## src/hgcd_pkg.sv

```systemverilog
// Shared constants, types and a helper function for the great-circle distance pipeline.
package hgcd_pkg;

  localparam int CORDIC_STAGES = 28;
  localparam int CIDX_W = $clog2(CORDIC_STAGES);
  localparam int CW = 34;
  localparam int SQ_W = 62;
  localparam int SQ_TOP = 60;
  localparam int SQ_STEPS = 31;
  localparam int SIDX_W = 5;
  localparam int RAD_W = 24;
  localparam int DIST_W = 34;
  localparam int LAT = 2 * CORDIC_STAGES + 69;

  localparam logic [RAD_W-1:0] RAD_RESET = 24'd6371000;
  localparam logic signed [34:0] Q30_ONE = 35'sd1073741824;
  localparam logic signed [34:0] PI_Q30 = 35'sd3373259426;
  localparam logic signed [34:0] HALF_PI_Q30 = 35'sd1686629713;
  localparam logic signed [34:0] TWO_PI_Q30 = 35'sd6746518852;
  localparam logic signed [CW-1:0] CORDIC_START = 34'sd652032874;

  typedef enum logic {
    CM_ROTATE,
    CM_VECTOR
  } cmode_t;

  typedef struct packed {
    logic signed [CW-1:0] x;
    logic signed [CW-1:0] y;
    logic signed [CW-1:0] z;
    logic                 flag;
  } cordic_t;

  typedef struct packed {
    logic [SQ_W-1:0] v;
    logic [SQ_W-1:0] res;
    logic [30:0]     tag;
  } sqrt_t;

  function automatic logic signed [CW-1:0] atan_entry(input logic [CIDX_W-1:0] i);
    int ii;
    logic signed [CW-1:0] r;
    ii = int'(i);
    r = '0;
    if (ii == 0) r = 34'sd843314856;
    else if (ii == 1) r = 34'sd497837829;
    else if (ii == 2) r = 34'sd263043836;
    else if (ii == 3) r = 34'sd133525158;
    else if (ii == 4) r = 34'sd67021686;
    else if (ii == 5) r = 34'sd33543515;
    else if (ii == 6) r = 34'sd16775850;
    else if (ii == 7) r = 34'sd8388437;
    else if (ii == 8) r = 34'sd4194282;
    else if (ii == 9) r = 34'sd2097149;
    else if (ii < 30) r = CW'((64'sd1 <<< (30 - ii)) - 64'sd1);
    return r;
  endfunction

endpackage

```

## src/hgcd_cordic_cell.sv

```systemverilog
// One CORDIC iteration cell, rotation or vectoring mode, registered.
module hgcd_cordic_cell import hgcd_pkg::*; (
  input  logic              clk,
  input  logic              en,
  input  cmode_t            mode,
  input  logic [CIDX_W-1:0] idx,
  input  cordic_t           d_in,
  output cordic_t           d_out
);

  logic signed [CW-1:0] dx;
  logic signed [CW-1:0] dy;
  logic signed [CW-1:0] ang;
  logic                 dir;
  cordic_t              d_next;

  always_comb begin
    dx = d_in.y >>> idx;
    dy = d_in.x >>> idx;
    ang = atan_entry(idx);
    dir = (mode == CM_ROTATE) ? ~d_in.z[CW-1] : d_in.y[CW-1];
    d_next.flag = d_in.flag;
    if (dir) begin
      d_next.x = d_in.x - dx;
      d_next.y = d_in.y + dy;
      d_next.z = d_in.z - ang;
    end else begin
      d_next.x = d_in.x + dx;
      d_next.y = d_in.y - dy;
      d_next.z = d_in.z + ang;
    end
  end

  always_ff @(posedge clk) begin
    if (en) begin
      d_out <= d_next;
    end
  end

endmodule

```

## config.mk

```make
export PLATFORM = sky130hd
export DESIGN_NAME = hgcd_cordic_cell
export DESIGN_NICKNAME = d
export VERILOG_FILES = /design/src/hgcd_pkg.sv /design/src/hgcd_cordic_cell.sv
export SDC_FILE = /design/constraint.sdc
export NUM_CORES = 1
export LEC_CHECK = 0
export BUFFER_PORTS_ARGS = -buffer_cell sky130_fd_sc_hd__buf_2
export CORE_UTILIZATION = 40
export CTS_CLUSTER_SIZE = 12
export DETAILED_ROUTE_END_ITERATION = 12
export SYNTH_ARGS = -nofsm -noshare
export SYNTH_HDL_FRONTEND = slang
export SYNTH_SLANG_ARGS = --single-unit
```

## constraint.sdc

```tcl
create_clock -name clk -period 19.05 [get_ports clk]
set_input_delay 0 -clock clk [delete_from_list [all_inputs] [get_ports clk]]
set_output_delay 0 -clock clk [all_outputs]
set_load 0.02 [all_outputs]
```

After elaboration in Yosys (flattened, before gate mapping)
Cells that the tools add are included.
- bitwise operators: 1
- order comparisons: 1
- add/sub/neg operators: 8
- eq/ne operators: 9
- reductions and logical operators: 1
- shift-type cells: 3
- muxes and demuxes: 13
- operators with widths (operator ; count):
    $mux 34 ; 11
    $add 34x34->34 ; 3
    $mux 102 ; 1
    $sub 34x34->34 ; 3
    $sshr 34x5->34 ; 2
    $sshl 2x32->34 const A ; 1
    $sub 34x2->34 const B ; 1
    $eq 5x4->1 const B ; 4
    $eq 5x3->1 const B ; 2
    $eq 5x5->1 const B ; 2
    $sub 5x5->6 const A ; 1
    $eq 5x2->1 const B ; 1
    $logic_not 5->1 ; 1
    $lt 5x5->1 const B ; 1
    $mux 1 ; 1
    $not 1->1 ; 1
- output and inout port bits: 103
- bits of input ports: 111
- word-level logic and storage cells: 40
- register bits after elaboration: 103

Depth between registers and ports, before layout
Gate-level depths: netlist (run 1).
- depth in word-level cells: 16
- depth in mapped cells: 32
- mapped depth without buffers: 26

Worst setup path after synthesis (run 1)
No wires, ideal clock.
- path type: in2reg
- from: in idx[1]
- to: reg d_out[33] in the netlist's numbering (data pin)
- library setup time: 272 ps
- data arrival time: 6794 ps
- buffers on the path: 6
- data required time: 18778 ps
- stages on the path: 29
- slack: 11984 ps
- cells stage by stage: inv_2 buf_1 buf_1 clkbuf_1 buf_1 ha_1 clkbuf_1 nor2b_1 nand3_1 ha_1 nor3_1 a21oi_1 o22ai_1 inv_1 ha_1 and3_1 clkbuf_1 a31oi_2 xnor2_1 ha_1 a21o_1 a21oi_1 o21ai_0 a2111oi_0 o2111ai_1 a31oi_1 o21ai_1 and4b_1 or4_1
- RTL lines (element ; line ; source):
    from (decl) ; hgcd_cordic_cell.sv:6 ; input logic [CIDX_W-1:0] idx,
    to (signal assigned) ; hgcd_cordic_cell.sv:36 ; d_out <= d_next;
    to (decl) ; hgcd_cordic_cell.sv:8 ; output cordic_t d_out

==> results.cfg, run 1 <==
[critical_path]
slowest_stage = ha_1
max_stage_delay_ns = 0.71
cp_max_fo = 70
criticalPathCategory = in -> reg
cp.required_ns = 19.20
startpoint_type = input pin
arrival_ns = 7.24
crit_top_cell = a21o_1
end_kind = flop

[place]
dpl.hpwl_mm = 47.4
portBuffers = 213
place_ws_ns = 11.57
gp_congestion = 0.999

[floorplan]
die_y_um = 204
rows = 73
core-area_mm2 = 0.0401
floorplan.initialDensity_pct = 40.8
dieArea_mm2 = 0.0417
ioPinCount = 214
die_w_um = 204

[yosys]
synthCells = 1896
synth-async-reset-ratio_pct = 0
synthFlopType = edfxtp_1
synth_seq_cells = 103
yosys_warnings = 0
ys_types = 91
avgSynthCellArea_um2 = 8.64
synth.cell_area_mm2 = 0.0164
ys_seq_area_share_pct = 18.9
syn_nets = 2124
synth-edff-count = 103

[drt]
wl_met2_mm = 28.5
num_vias = 16200
ant_nets = 0
drtPass1Iterations = 5
wl_mm = 61.3
wire_per_inst_um = 23.9
drc_errors = 0
route.met3.wl_mm = 3.96
first_iter_violations = 1309
viasPerCell = 6.30
top_layer = met4
drt-met1-wl_mm = 25.3

[cts]
cts_setup_buffers = 0
cts_tree = done
clk_pin_slew_ns = 0.07
cts.htree.levels = 3
clock_path_buffers = 2
numCtsBuffers = 9
cts.root.buffer_cell = clkbuf_16
cts_sinks = 103

[hold_path]
hold_depth = 2
hp-start = d_in[36]
worst_hold_path_type = in -> reg
holdPathEnd = d_out[36]

[sta]
final_max_slew_viol_count = 0
relSlewSlack_pct = 30.5
fin_crit_sh_pct = 37.3
rsz0062_at_grt = false
final_hold_viol_count = 0
worst_pin_slew_ns = 1.01
fin_ws_ns = 11.95
setup_tns_ns = 0
finalSetupViolCount = 0
fmaxAchievable_mhz = 141
fin_crit_ns = 7.10

[pwr]
ir_worst_vdd_mv = 0.0418
total_power_uw = 1530
p_leak_uw = 0.00723
powerDensity_mw_per_mm2 = 84.7

[global_routing]
grt_usage_pct = 29.6
grt_pass1_wl_mm = 94.2
grt_pass1_vias = 15900
antenna_found_initial = 1
grt_max_degree = 71
overflow = 0

[layout]
largest_reg_flops = 103
utilization_pct = 45.1
syn_to_final_growth_pct = 10.4
nFillCells = 3982
diodes = 0
drive_gt1_share_pct = 19.7
nNetsFinal = 2268
reg.largest.list = d_out (103)
top_register = d_out

[flow_run]
maxCapViolations = 0

[status]
status = completed
critical path: cells and delay by family:
family          cells  cell delay [ns]
simple gates        9             2.46
buf+inv             2             0.90
fa+ha+maj           3             1.43
xor+xnor            1             0.18
compound gates     10             2.24
metal layers:
layer / GRT usage [%] / up-vias
met3: 4.86 / 160
met5: 0 / -
met4: 17.2 / 0
met2: 48.1 / 693
met1: 36.9 / 7846
li1: - / 7497
through the flow:
| stage | std cells | hold slack (ns) | cell area [um2] |
|---|---|---|---|
| after floorplan | 1896 | 0.0989 | 16400 |
| after global placement | 2551 | 0.182 | 17800 |
| after detailed placement | 2551 | 0.190 | 17800 |
| after CTS | 2570 | 0.00792 | 18100 |
| after global routing | 2570 | 0.0318 | 18100 |
| final | 2570 | 0.0340 | 18100 |
repair_timing:
| item | in CTS | in global routing |
|---|---|---|
| hold buffers | 3 | 0 |
| hold endpoints to repair | 3 | 0 |
| setup endpoints to repair | 0 | 0 |
| resized for setup | 0 | 0 |
synth_stat cells, drive strengths merged, types with 20 or more instances:
cell    instances  area (um2)
a21oi         178         895
inv            37         139
clkbuf         51         191
nor2          176         661
mux2i          49         490
nand3          33         165
nor2b          26         163
mux2           39         443
xor2           51         447
edfxtp        103        3090
mux4           91        2050
a21o           54         405
xnor2         138        1210
and2           24         150
a211oi         25         188
nand2         165         619
o21ai         116         581
and3           21         131
nand2b         23         144
o22ai          20         125
buf            52         314
a31oi          30         194
nor3           41         210
ha            114        1430
o21a           37         278
cell type report:
cell class                      count  area [um2]  area share [%]
Tap cell                          525         657            3.63
Inverter                           38         143           0.789
Timing Repair Buffer              236        1260            6.97
Multi-Input combinational cell   1652       12600            69.9
Clock inverter                      6        61.3           0.339
Clock buffer                       10         229            1.27
Sequential cell                   103        3090            17.1
kinds of logic after synthesis:
logic type      Yosys count  synth area share [%]
compound gates          580                  22.5
xor+xnor                189                  10.1
fa+ha+maj               117                  9.08
buf+inv                 141                  3.96
flops                   103                  18.9
mux                     179                  18.2
simple gates            587                  17.3
worst max path at each step:
stage	from	endpoint	slack [ns]	cells after the start
floorplan	idx[1]	d_out[33]	11.98	29
global route	idx[0]	d_out[33]	11.25	25
global placement	idx[0]	d_out[67]	11.79	21
CTS	idx[0]	d_out[33]	12.01	25
finish	idx[0]	d_out[33]	11.95	25
detailed placement	idx[0]	d_out[33]	11.57	25
power breakdown:
| group | total [uW] | internal [uW] | switching [uW] |
|---|---|---|---|
| logic | 958 | 375 | 582 |
| registers | 378 | 360 | 18.1 |
| clock network | 195 | 101 | 93.9 |
| total | 1530 | 836 | 694 |
placed cells by master (no fill, tap or decap), types with 10 or more instances in the layout:
cell type    n
o211ai_1    12
a31oi_1     29
nor3b_1     10
o21ai_0     95
ha_1       114
nand2b_1    23
o21a_1      37
edfxtp_1   103
nor3_1      40
and2_1      24
xnor2_1    138
mux4_2      91
mux2i_1     49
o31ai_1     13
nor2b_1     26
o22ai_1     20
mux2_2      30
inv_1       35
or3_1       13
a2111oi_0   11
nand2_1    165
a21o_1      54
nand4_1     12
buf_2      209
a21oi_1    176
a211oi_1    25
o21ai_1     21
nor2_1     176
nand3_1     33
buf_4       23
o21bai_1    11
or2_2       10
and3_1      21
xor2_1      51
Note: power is estimated with default switching activity, not from simulation.
==> inputs of run 2 (changes only) <==
--- a/config.mk
+++ b/config.mk
@@ -5,6 +5,7 @@
 export SDC_FILE = /design/constraint.sdc
 export NUM_CORES = 1
 export LEC_CHECK = 0
+export ABC_AREA = 1
 export BUFFER_PORTS_ARGS = -buffer_cell sky130_fd_sc_hd__buf_2
 export CORE_UTILIZATION = 40
 export CTS_CLUSTER_SIZE = 12
==> constraint.sdc (replaced) <==
create_clock -name clk -period 6.7 [get_ports clk]
set_input_delay 0 -clock clk [delete_from_list [all_inputs] [get_ports clk]]
set_output_delay 0 -clock clk [all_outputs]
set_load 0.02 [all_outputs]
==> results.cfg, run 2 <==
[status]
status = completed

[pwr]
ir_worst_vdd_mv = 0.132
powerDensity_mw_per_mm2 = 238
p_leak_uw = 0.00880

[yosys]
yosys_warnings = 0
synthFlopType = edfxtp_1
synth.most_common_cell = nand2_1
avgSynthCellArea_um2 = 6.20
netlist_top_cells_area = edfxtp_1 (19%), nand2_1 (19%), ha_1 (8.9%)
ys_types = 57
synth_top_area_share_pct = 19.4
ys_seq_area_share_pct = 19.4
syn_nets = 2803
synthCells = 2575
synth.cell_area_mm2 = 0.0160
ys_top_cells_by_count = nand2_1 (819), inv_1 (230), nor2_1 (206)
synth-edff-count = 103
synth.largest_area_cell = edfxtp_1
synth_seq_cells = 103
synth-async-reset-ratio_pct = 0

[layout]
top_register = d_out
drive_gt1_share_pct = 11.5
reg.largest.list = d_out (103)
final_cell_mix = nand2_1 (819), inv_1 (229), buf_2 (211)
largest_reg_flops = 103
nNetsFinal = 2965
syn_to_final_growth_pct = 10.9
layout_commonest_cell = nand2_1

[critical_path]
max_stage_delay_ns = 0.44
startpoint_type = input pin
slowest_stage = fa_1
crit_chain = buf_4 > inv_2 > ha_1 > nand2_1 > nor2_2 > nand3_2 > ha_1 > nor2_1 > a21oi_1 > o21ai_0 > nand2_1 > ha_1 > o21ai_0 > inv_1 > fa_1 > o21ai_0 > a21oi_1 > o21ai_0 > a21oi_1 > o21bai_1 > a21boi_0 > o21ai_0 > a21oi_1 > xnor2_1
cp_max_fo = 28
critPathBufInv = 3
end_kind = flop
critical_path_depth = 24
cp-startpoint = idx[0]
cp.required_ns = 6.85
crit_top_cell = o21ai_0
cp_top_family = compound AO/OA/AOI/OAI gates
arrival_ns = 5.49
criticalPathCategory = in -> reg

[cts]
cts_setup_buffers = 0
numCtsBuffers = 9
clock_path_buffers = 2
cts.htree.levels = 3
cts_tree = done
clk_pin_slew_ns = 0.08
post_cts_resize_count = 0
hold_buffers = 2
cts.root.buffer_cell = clkbuf_16
cts_sinks = 103

[floorplan]
rows = 72
ioPinCount = 214
core-area_mm2 = 0.0390
die_w_um = 202
die_y_um = 202
dieArea_mm2 = 0.0407
floorplan.initialDensity_pct = 40.9

[sta]
finalSetupViolCount = 0
fin_crit_sh_pct = 79.7
final_max_slew_viol_count = 0
hold_ws_ns = 0.0380
final_hold_viol_count = 0
worst_pin_slew_ns = 0.911
fin_ws_ns = 1.36
fin_crit_ns = 5.34
relSlewSlack_pct = 39.1
rsz0062_at_grt = false
fmaxAchievable_mhz = 187
setup_tns_ns = 0

[drt]
wire_per_inst_um = 18.3
wl_mm = 59.6
ant_nets = 0
drtPass1Iterations = 6
num_vias = 17700
drc_errors = 0
viasPerCell = 5.43
first_iter_violations = 1271

[flow_run]
maxCapViolations = 0

[hold_path]
worst_hold_path_type = in -> reg
hp-start = d_in[36]
hold_depth = 2

[place]
place_ws_ns = 0.949
gp_congestion = 0.929
dpl.hpwl_mm = 49.9
portBuffers = 213

[global_routing]
busiest_layer = met2
met1_usage_pct = 37.9
met2_usage_pct = 49.2
grt_usage_pct = 29.1
antenna_found_initial = 0
grt_pass1_wl_mm = 93.1
grtUsageMet3_pct = 3.43
grt_max_degree = 67
grt_pass1_vias = 16900
overflow = 0
[run 2: area by class of cell]
type,instances,area [um2]
inverters,238,893
diodes,1,2.50
multi-input cells,2146,11500
clock buffers,9,225
fillers,4292,21300
well taps,518,648
clock inverters,7,62.6
flip-flops and latches,103,3090
repair buffers,239,1270
[run 2: stage by stage]
step           area, um2  utilization [%]  power, uW  std cells
2_1_floorplan      16000                -       2910       2575
3_3_place_gp       17400             44.6       3660       3242
3_5_place_dp       17400             44.6       3670       3242
4_1_cts            17700             45.4       4240       3260
5_1_grt            17700             45.4       4560       3260
6_report           17700             45.4       4220       3261
[run 2: kinds of logic after synthesis]
family / share of synthesized area (%)
and+or+nand+nor: 35.6
AOI/OAI and AO/OA: 17.3
buffers and inverters: 8.59
xor gates and xnor gates: 8.61
adders and majority gates: 9.31
DFF: 19.4
muxes: 1.19
[run 2: power by group]
| part | internal [uW] | switching, uW | leakage [uW] | total, uW |
|---|---|---|---|---|
| logic | 869 | 1730 | 0.00765 | 2600 |
| clock network | 261 | 289 | 0.000145 | 550 |
| registers | 1020 | 48.5 | 0.00101 | 1070 |
[run 2: per-layer routing]
metal / part of all wire, % / vias up
met3: 5.0 / 91
li1: - / 8924
met4: 3.2 / 0
met1: 45 / 8171
met2: 47 / 525
met5: 0 / -
[run 2: path summary, 6_finish.rpt]
path   endpoint  slack [ns]
min   d_out[36]        0.04
max   d_out[25]        1.36
