**config.mk**
```make
export PLATFORM = sky130hd
export DESIGN_NAME = hgcd_sqrt_cell
export DESIGN_NICKNAME = d
export VERILOG_FILES = /design/src/hgcd_pkg.sv /design/src/hgcd_sqrt_cell.sv
export SDC_FILE = /design/constraint.sdc
export NUM_CORES = 1
export LEC_CHECK = 0
export BUFFER_PORTS_ARGS = -buffer_cell sky130_fd_sc_hd__buf_2
export CAP_MARGIN = 25
export CORE_MARGIN = 5
export CORE_UTILIZATION = 50
export CTS_CLUSTER_SIZE = 8
export DETAILED_ROUTE_END_ITERATION = 10
export PLACE_DENSITY = 0.81
export SLEW_MARGIN = 15
export SYNTH_ARGS = -nofsm -noshare
export SYNTH_HDL_FRONTEND = slang
export SYNTH_SLANG_ARGS = --single-unit
export TNS_END_PERCENT = 10
```
**constraint.sdc**
```tcl
create_clock -name clk -period 18 [get_ports clk]
set_input_delay 3.6 -clock clk [delete_from_list [all_inputs] [get_ports clk]]
set_output_delay 3.6 -clock clk [all_outputs]
set_load 0.02 [all_outputs]
```
**src/hgcd_pkg.sv**
```systemverilog
// Shared constants, types and a helper function for the great-circle distance pipeline.
package hgcd_pkg;

  localparam int CORDIC_STAGES = 28;
  localparam int CIDX_W = $clog2(CORDIC_STAGES);
  localparam int CW = 34;
  localparam int SQ_W = 62;
  localparam int SQ_TOP = 60;
  localparam int SQ_STEPS = 31;
  localparam int SIDX_W = 5;
  localparam int RAD_W = 24;
  localparam int DIST_W = 34;
  localparam int LAT = 2 * CORDIC_STAGES + 69;

  localparam logic [RAD_W-1:0] RAD_RESET = 24'd6371000;
  localparam logic signed [34:0] Q30_ONE = 35'sd1073741824;
  localparam logic signed [34:0] PI_Q30 = 35'sd3373259426;
  localparam logic signed [34:0] HALF_PI_Q30 = 35'sd1686629713;
  localparam logic signed [34:0] TWO_PI_Q30 = 35'sd6746518852;
  localparam logic signed [CW-1:0] CORDIC_START = 34'sd652032874;

  typedef enum logic {
    CM_ROTATE,
    CM_VECTOR
  } cmode_t;

  typedef struct packed {
    logic signed [CW-1:0] x;
    logic signed [CW-1:0] y;
    logic signed [CW-1:0] z;
    logic                 flag;
  } cordic_t;

  typedef struct packed {
    logic [SQ_W-1:0] v;
    logic [SQ_W-1:0] res;
    logic [30:0]     tag;
  } sqrt_t;

  function automatic logic signed [CW-1:0] atan_entry(input logic [CIDX_W-1:0] i);
    int ii;
    logic signed [CW-1:0] r;
    ii = int'(i);
    r = '0;
    if (ii == 0) r = 34'sd843314856;
    else if (ii == 1) r = 34'sd497837829;
    else if (ii == 2) r = 34'sd263043836;
    else if (ii == 3) r = 34'sd133525158;
    else if (ii == 4) r = 34'sd67021686;
    else if (ii == 5) r = 34'sd33543515;
    else if (ii == 6) r = 34'sd16775850;
    else if (ii == 7) r = 34'sd8388437;
    else if (ii == 8) r = 34'sd4194282;
    else if (ii == 9) r = 34'sd2097149;
    else if (ii < 30) r = CW'((64'sd1 <<< (30 - ii)) - 64'sd1);
    return r;
  endfunction

endpackage

```
**src/hgcd_sqrt_cell.sv**
```systemverilog
// One bit step of the integer square root, registered.
module hgcd_sqrt_cell import hgcd_pkg::*; (
  input  logic              clk,
  input  logic              en,
  input  logic [SIDX_W-1:0] idx,
  input  sqrt_t             d_in,
  output sqrt_t             d_out
);

  logic [5:0]      sh;
  logic [SQ_W-1:0] bitv;
  logic [SQ_W-1:0] trial;
  sqrt_t           d_next;

  always_comb begin
    sh = 6'(SQ_TOP) - {idx, 1'b0};
    bitv = SQ_W'(1) << sh;
    trial = d_in.res + bitv;
    d_next.tag = d_in.tag;
    if (d_in.v >= trial) begin
      d_next.v = d_in.v - trial;
      d_next.res = (d_in.res >> 1) + bitv;
    end else begin
      d_next.v = d_in.v;
      d_next.res = d_in.res >> 1;
    end
  end

  always_ff @(posedge clk) begin
    if (en) begin
      d_out <= d_next;
    end
  end

endmodule

```
# --- Yosys cells after proc, flatten, opt, wreduce, memory -nomap -nowiden ---
# Cells that the tools add are included.
word_totals:
  register_bits: 155
  inputBits: 162
  output_inout_bits: 155
  wordCells: 11
classes:
  addsub: 4
  n_lt_le_gt_ge: 1
  shift: 1
  muxes: 1
ops:
  columns: ["op", "count"]
  rows:
  - ["124-bit two-way mux", 1]
  - ["61-bit by 62-bit adder with 62-bit output", 1]
  - ["62-bit adder", 1]
  - ["62-bit greater-or-equal comparator", 1]
  - ["1-bit by 6-bit left shift with 62-bit output (first input constant)", 1]
  - ["62-bit subtractor", 1]
  - ["6-bit subtractor (first input constant)", 1]

# --- Logic depth before layout (Yosys ltp) ---
# Gate-level depths: netlist of run 1.
depth:
  ltp_word: 5
  ltp_mapped: 33
  ltp_nobuf: 29

# --- Worst setup path before layout of run 1 ---
# Ideal clock, no wire load.
synth_timing:
  path_type: "input to register"
  from: "in idx[0]"
  to: "reg d_out[53] (netlist name) (data pin)"
  setup_ns: 0.268
  arrival_time_ns: 10.057
  t_required_ns: 17.732
  setup_slack_ns: 7.674
  stages: 32
  path_buffers: 5
  cell_sequence: "buf_6 > buf_2 > and2_1 > ha_1 > or3b_4 > nor2_1 > ha_1 > ha_1 > nor2_1 > o31ai_1 > a31oi_1 > o41ai_1 > nand3_1 > a211o_1 > o21ai_2 > a31oi_1 > o31ai_1 > nand2_1 > xor2_1 > ha_1 > clkbuf_1 > inv_1 > nor3_1 > nand3_1 > or4_1 > o31ai_1 > a21oi_1 > o41ai_1 > clkbuf_1 > clkbuf_1 > nand2_1 > xnor2_1"
synth_rtl:
  columns: ["element", "line_no", "source"]
  rows:
  - ["from (decl)", "hgcd_sqrt_cell.sv:5", "input logic [SIDX_W-1:0] idx,"]
  - ["to (signal assigned)", "hgcd_sqrt_cell.sv:31", "d_out <= d_next;"]
  - ["to (decl)", "hgcd_sqrt_cell.sv:7", "output sqrt_t d_out"]

==> out/qor.yml, run 1 <==
status: "finished clean"
cp-startpoint: "idx[1]"
hold_depth: 1
cts_buffer_depth: 2
cp.required_ps: 18150
dieArea_mm2: 0.0335
largest_register_ffs: 155
grt_max_degree: 80
whs_endpoint: "d_out[5]$_DFFE_PP_"
io_buffer_count: 316
route.detailed.drc: 0
num_vias: 15000
yosysWarningCount: 0
antenna_found_initial: 7
peakVddDrop_v: 0.0000684
yosysTopAreaCell: "edfxtp_1"
regMostFlops: "d_out"
synthToLayoutAreaGrowth_pct: 15.9
num_rows: 63
grt_first_pass_wirelength_mm: 77.3
synth.distinct_cells: 93
drv_slew: 0
use_met2_pct: 43.6
die_w_um: 183
dp_hpwl_mm: 39.5
layout-drive-gt1-share_pct: 19.7
top_regs: "d_out: 155 flops"
cts_tree: "yes"
hold_ws_ps: 3320
rsz0062_at_grt: "false"
nets: 2307
cap_violations: 0
syn_area_per_cell_um2: 8.42
hold_start: "d_in[5]"
synth.ff_latch_count: 155
crit_fanout: 66
cts_setup_buffers: 0
setup_tns_ps: 0
use_met3_pct: 4.58
p_leak_nw: 7.02
via_per_inst: 6.13
wire_per_inst_um: 20.5
grt_overflow: 0
ys.flop_type: "edfxtp_1"
cts_resized: 0
period_share_pct: 62.9
layout_commonest_cell: "buf_2"
synth-async-reset-ratio_pct: 0
htreeDepth: 4
ant_nets: 0
placed_area_mm2: 0.0168
design_area_mm2: 0.0173
hold_viol_final: 0
crit_top_cell: "ha_1"
endpoint_kind: "register"
critPathKind: "input port to register"
cts.sinks: 155
drtPass1Iterations: 5
worst_slew_pin_slew_ps: 996
grt_pass1_vias: 14000
synth_top_area_share_pct: 31.1
io_pins: 317
fill_cells: 2675
gp_congestion: 0.977
drt_iter0_markers: 1593
relSlewSlack_pct: 33.6
ys_top_cells_by_area: "edfxtp_1 (31%), ha_1 (9.0%), xnor2_1 (6.3%)"
wl_mm: 50.1
setup_violations: 0
layout_common_cells: "buf_2 (315), nor2_1 (194), a21oi_1 (182), nand2_1 (175), edfxtp_1 (155)"
crit_path_start_kind: "input port"
start_util_pct: 50.6
pwr_density_cell_mw_per_mm2: 74.1
die_y_um: 183
ctsHoldBuffers: 0
met1_usage_pct: 42.5
yosysSeqAreaShare_pct: 31.1
coreArea_mm2: 0.0296
synth_edf_count: 155
max_freq_mhz: 88.4
busiest_layer: "met2"
cpPeakStageDelay_ps: 590
grtUsageTotal_pct: 28.7
cp_slowest_cell: "buf_4"
cts_buffers: 17
cts.clk_slew.worst_paths_ps: 80
syn_area_mm2: 0.0150
cts-root-buf: "clkbuf_16"
syn_inst: 1776
synth_nets: 2047
fin_crit_ps: 11310
hold_class: "input port to register"
arrival_ps: 11460
## layout make-up
cell class | instances | area (um^2) | share of cell area (%)
Antenna cell | 3 | 7.51 | 0.0433
Tap cell | 390 | 488 | 2.82
Sequential cell | 155 | 4650 | 26.9
Clock inverter | 14 | 134 | 0.773
Clock buffer | 18 | 429 | 2.48
Inverter | 55 | 206 | 1.19
Timing Repair Buffer | 323 | 1640 | 9.47
Multi-Input combinational cell | 1484 | 9760 | 56.4
## worst max path at each step
| stage | depth (start not counted) | end | slack (ps) |
|---|---|---|---|
| 2_1_floorplan | 32 | d_out[53]$_DFFE_PP_ | 7670 |
| 3_3_place_gp | 29 | d_out[93]$_DFFE_PP_ | 6630 |
| 3_5_place_dp | 29 | d_out[98]$_DFFE_PP_ | 6360 |
| 4_1_cts | 29 | d_out[98]$_DFFE_PP_ | 6820 |
| 5_1_grt | 30 | d_out[113]$_DFFE_PP_ | 6070 |
| 6_report | 29 | d_out[98]$_DFFE_PP_ | 6690 |
## metrics by stage
stage / total power [mW] / util (%) / setup slack, ps / instances
floorplan: 0.769 / - / 7670 / 1776
global placement: 0.912 / 56.7 / 6630 / 2407
detailed placement: 0.917 / 56.7 / 6360 / 2407
CTS: 1.28 / 58.6 / 6820 / 2439
global route: 1.35 / 58.6 / 6070 / 2442
finish: 1.28 / 58.6 / 6690 / 2442
## critical path: cells and delay by family
family | cells | cell delay, ps
XOR/XNOR | 1 | 150
AO/OA/AOI/OAI | 11 | 2760
AND/OR/NAND/NOR | 9 | 2330
adder cells (fa/ha/maj) | 4 | 1300
buffers and inverters | 4 | 1280
## routing by layer
layer / share of wire [%] / wire length (um)
met1: 45 / 22500
met2: 44 / 22200
met3: 8.4 / 4200
met4: 2.1 / 1070
met5: 0.096 / 48
## kinds of logic after synthesis
kind of cell	after synthesis	share of synthesized area, %
multiplexers	6	0.494
flip-flops	155	31.1
XOR/XNOR	197	11.6
buffers and inverters	137	3.63
adder cells (fa/ha/maj)	117	9.71
AO/OA/AOI/OAI	554	24.1
AND/OR/NAND/NOR	610	19.3
## cell usage after synthesis (5+ instances only)
cell	n
o221ai_1	7
ha_1	108
or4_1	7
nor3_1	32
inv_1	54
o21ai_0	89
o21bai_1	28
buf_2	8
a21o_1	41
nand2_1	175
nor2_1	194
o22ai_1	5
nand3b_1	5
nor3b_1	5
a21oi_1	182
a21boi_0	5
a31o_2	11
o31ai_1	15
nor2b_1	21
and2_1	19
o2111ai_1	6
clkbuf_1	69
or2_2	6
xnor2_1	107
xor2_1	89
a221oi_1	7
nand4_1	41
nand2b_1	23
maj3_1	8
nor4_1	7
a31oi_1	55
and4_1	7
and3_1	18
a211oi_1	11
o21a_1	13
nand3_1	37
o31a_1	6
edfxtp_1	155
o211ai_1	11
## power by group
group	leakage, nW	switching (mW)	total [mW]	internal (mW)
sequential	1.52	0.0124	0.465	0.453
clock	0.268	0.172	0.365	0.193
combinational	5.23	0.299	0.453	0.154
total	7.02	0.484	1.28	0.800
(Power assumes the default switching activity.)
==> run 2: changes to the inputs <==
--- a/config.mk
+++ b/config.mk
@@ -5,13 +5,14 @@
 export SDC_FILE = /design/constraint.sdc
 export NUM_CORES = 1
 export LEC_CHECK = 0
+export ABC_AREA = 1
 export BUFFER_PORTS_ARGS = -buffer_cell sky130_fd_sc_hd__buf_2
 export CAP_MARGIN = 25
 export CORE_MARGIN = 5
 export CORE_UTILIZATION = 50
 export CTS_CLUSTER_SIZE = 8
 export DETAILED_ROUTE_END_ITERATION = 10
-export PLACE_DENSITY = 0.81
+export PLACE_DENSITY = 0.79
 export SLEW_MARGIN = 15
 export SYNTH_ARGS = -nofsm -noshare
 export SYNTH_HDL_FRONTEND = slang
==> constraint.sdc (replaced) <==
create_clock -name clk -period 11.3 [get_ports clk]
set_input_delay 2.26 -clock clk [delete_from_list [all_inputs] [get_ports clk]]
set_output_delay 2.26 -clock clk [all_outputs]
set_load 0.02 [all_outputs]
==> run 2 against run 1 <==
Core utilization down 0.69 points; worst hold slack worse by 1400 ps; largest power group is now combinational logic; worst setup slack got worse by 4000 ps; die area up 22%; highest routed layer is now met4; sequential power grew 60%; sequential share of layout area decreased by 4.9 points; cell area up 22%; non-clock buffer count is 3 lower; via count rose by 42%; largest cell class unchanged.
==> out/qor.yml, run 2 <==
status: "finished clean"
drv_slew: 0
synth_top_area_share_pct: 25.2
io_pins: 317
synth_nets: 3252
rsz0062_at_grt: "false"
ys.flop_type: "edfxtp_1"
hold_viol_final: 0
comb_power_share_pct: 36.4
grt_overflow: 0
largest_register_ffs: 155
drtPass1Iterations: 6
peakVddDrop_v: 0.000118
pwr_density_cell_mw_per_mm2: 104
num_vias: 21200
synthMostInstantiatedCell: "nand2_1"
syn_area_mm2: 0.0185
layout-drive-gt1-share_pct: 14.2
cpPeakStageDelay_ps: 570
yosysTopAreaCell: "edfxtp_1"
io_buffer_count: 316
dp_hpwl_mm: 63.3
syn_inst: 2981
crit_fanout: 89
fin_crit_ps: 8610
cp-startpoint: "idx[1]"
coreArea_mm2: 0.0365
dp.cells: 3737
regMostFlops: "d_out"
ant_nets: 0
die_w_um: 202
synthToLayoutAreaGrowth_pct: 14.4
setup_tns_ps: 0
crit_path_start_kind: "input port"
grtUsageTotal_pct: 35.2
ys_top_cells_by_area: "edfxtp_1 (25%), nand2_1 (18%), inv_1 (8.7%)"
p_leak_nw: 10.1
p_int_mw: 1.36
start_util_pct: 50.6
cts_buffers: 17
worst_slack_ps: 2690
grt_pass1_vias: 20300
dieArea_mm2: 0.0409
layout_commonest_cell: "nand2_1"
cts_tree: "yes"
pwr-share-clk_pct: 29.9
worstSetupEndpoint: "d_out[108]$_DFFE_PP_"
yosysWarningCount: 0
yosysSeqAreaShare_pct: 25.2
cp_slowest_cell: "clkinv_2"
cts.sinks: 155
gp_congestion: 1.02
num_rows: 70
endpoint_kind: "register"
p_sw_mw: 0.841
period_share_pct: 76.2
synth_common_cells: "nand2_1 (886), inv_1 (428), nor2_1 (368)"
synth.distinct_cells: 56
power_mw: 2.20
drt_iter0_markers: 1885
antenna_found_initial: 3
cap_violations: 0
cts_resized: 0
cts.clk_slew.worst_paths_ps: 70
synth_edf_count: 155
grt_first_pass_wirelength_mm: 112
relSlewSlack_pct: 32.5
nets: 3559
max_freq_mhz: 116
die_y_um: 202
synth-async-reset-ratio_pct: 0
netSwitchingFraction_pct: 38.2
power_frac_seq_pct: 33.7
finish.utilization_pct: 57.9
via_per_inst: 5.62
wl_mm: 74.7
grt_max_degree: 92
route.detailed.drc: 0
critPathKind: "input port to register"
hold_class: "input port to register"
cts_buffer_depth: 2
layout_common_cells: "nand2_1 (886), inv_1 (427), nor2_1 (368), buf_2 (315)"
pre_cts_slack_ps: 2390
wire_per_inst_um: 19.8
setup_violations: 0
cts-root-buf: "clkbuf_16"
arrival_ps: 8780
syn_area_per_cell_um2: 6.20
cp.required_ps: 11470
top_regs: "d_out: 155 flops"
synth.ff_latch_count: 155
htreeDepth: 4
worst_slew_pin_slew_ps: 1010
cts_setup_buffers: 0
ctsHoldBuffers: 0
final_cells: 3771
## run 2: cell types whose count changed after synthesis, sizes merged, moves of 23 or more
| cell | change |
|---|---|
| a21o | -25 |
| a21oi | -35 |
| a31oi | -34 |
| clkbuf | -62 |
| inv | +420 |
| nand2 | +728 |
| nand2b | -23 |
| nand3 | +155 |
| nor2 | +191 |
| o21ai | +122 |
| xnor2 | -61 |
| xor2 | -36 |
## run 2: how the worst min path moves through the flow
stage               slack [ps]      from  cells after the start                   to
floorplan                 2360   d_in[0]                      0   d_out[0]$_DFFE_PP_
global placement          2440  d_in[20]                      1  d_out[20]$_DFFE_PP_
detailed placement        2440   d_in[5]                      1   d_out[5]$_DFFE_PP_
CTS                       1950  d_in[19]                      1  d_out[19]$_DFFE_PP_
global route              1960   d_in[5]                      1   d_out[5]$_DFFE_PP_
finish                    1970   d_in[0]                      1   d_out[0]$_DFFE_PP_
## run 2: cell type report
type                       instances  area [um^2]
fill                            3772        15400
multi-input combinational       2318        11900
sequential                       155         4650
inverter                         476         1790
timing repair buffer             320         1620
tap                              468          586
clock buffer                      18          429
clock inverter                    13          215
antenna                            3         7.51
## run 2: logic make-up (layout without fill, tap and decap cells)
logic type / after synthesis / count (layout) / share of synthesized area [%]
compound gates: 474 / 474 / 14.4
xor+xnor: 100 / 100 / 4.74
fa+ha+maj: 109 / 109 / 7.42
buf+inv: 508 / 827 / 10.7
flops: 155 / 155 / 25.2
other cells: 0 / 3 / 0
simple gates: 1635 / 1635 / 37.5
## run 2: per-stage QoR
stage | instance area [um^2] | hold WS [ps]
floorplan | 18500 | 2360
global placement | 20500 | 2440
detailed placement | 20500 | 2440
CTS | 21100 | 1950
global route | 21100 | 1960
finish | 21100 | 1970
## run 2: worst max-delay path, delay by kind of cell
family	cells	cell delay, ps
buffers and inverters	9	1820
and+or+nand+nor	17	3470
adders and majority gates	3	1060
AOI/OAI and AO/OA	1	110
## run 2: power by group through the flow
stage	clock (mW)	sequential [mW]	combinational, mW
6_report	0.657	0.742	0.801
5_1_grt	0.687	0.750	0.867
4_1_cts	0.667	0.743	0.787
3_5_place_dp	0	0.754	0.783
3_3_place_gp	0	0.752	0.786
2_1_floorplan	0	0.848	0.410
## run 2: routing by layer
layer,GRT usage [%],vias up,routed length [um]
li1,-,10400,-
met1,43.8,9596,30400
met2,58.2,1012,33700
met3,4.11,219,5340
met4,21.9,0,5260
met5,0,-,0
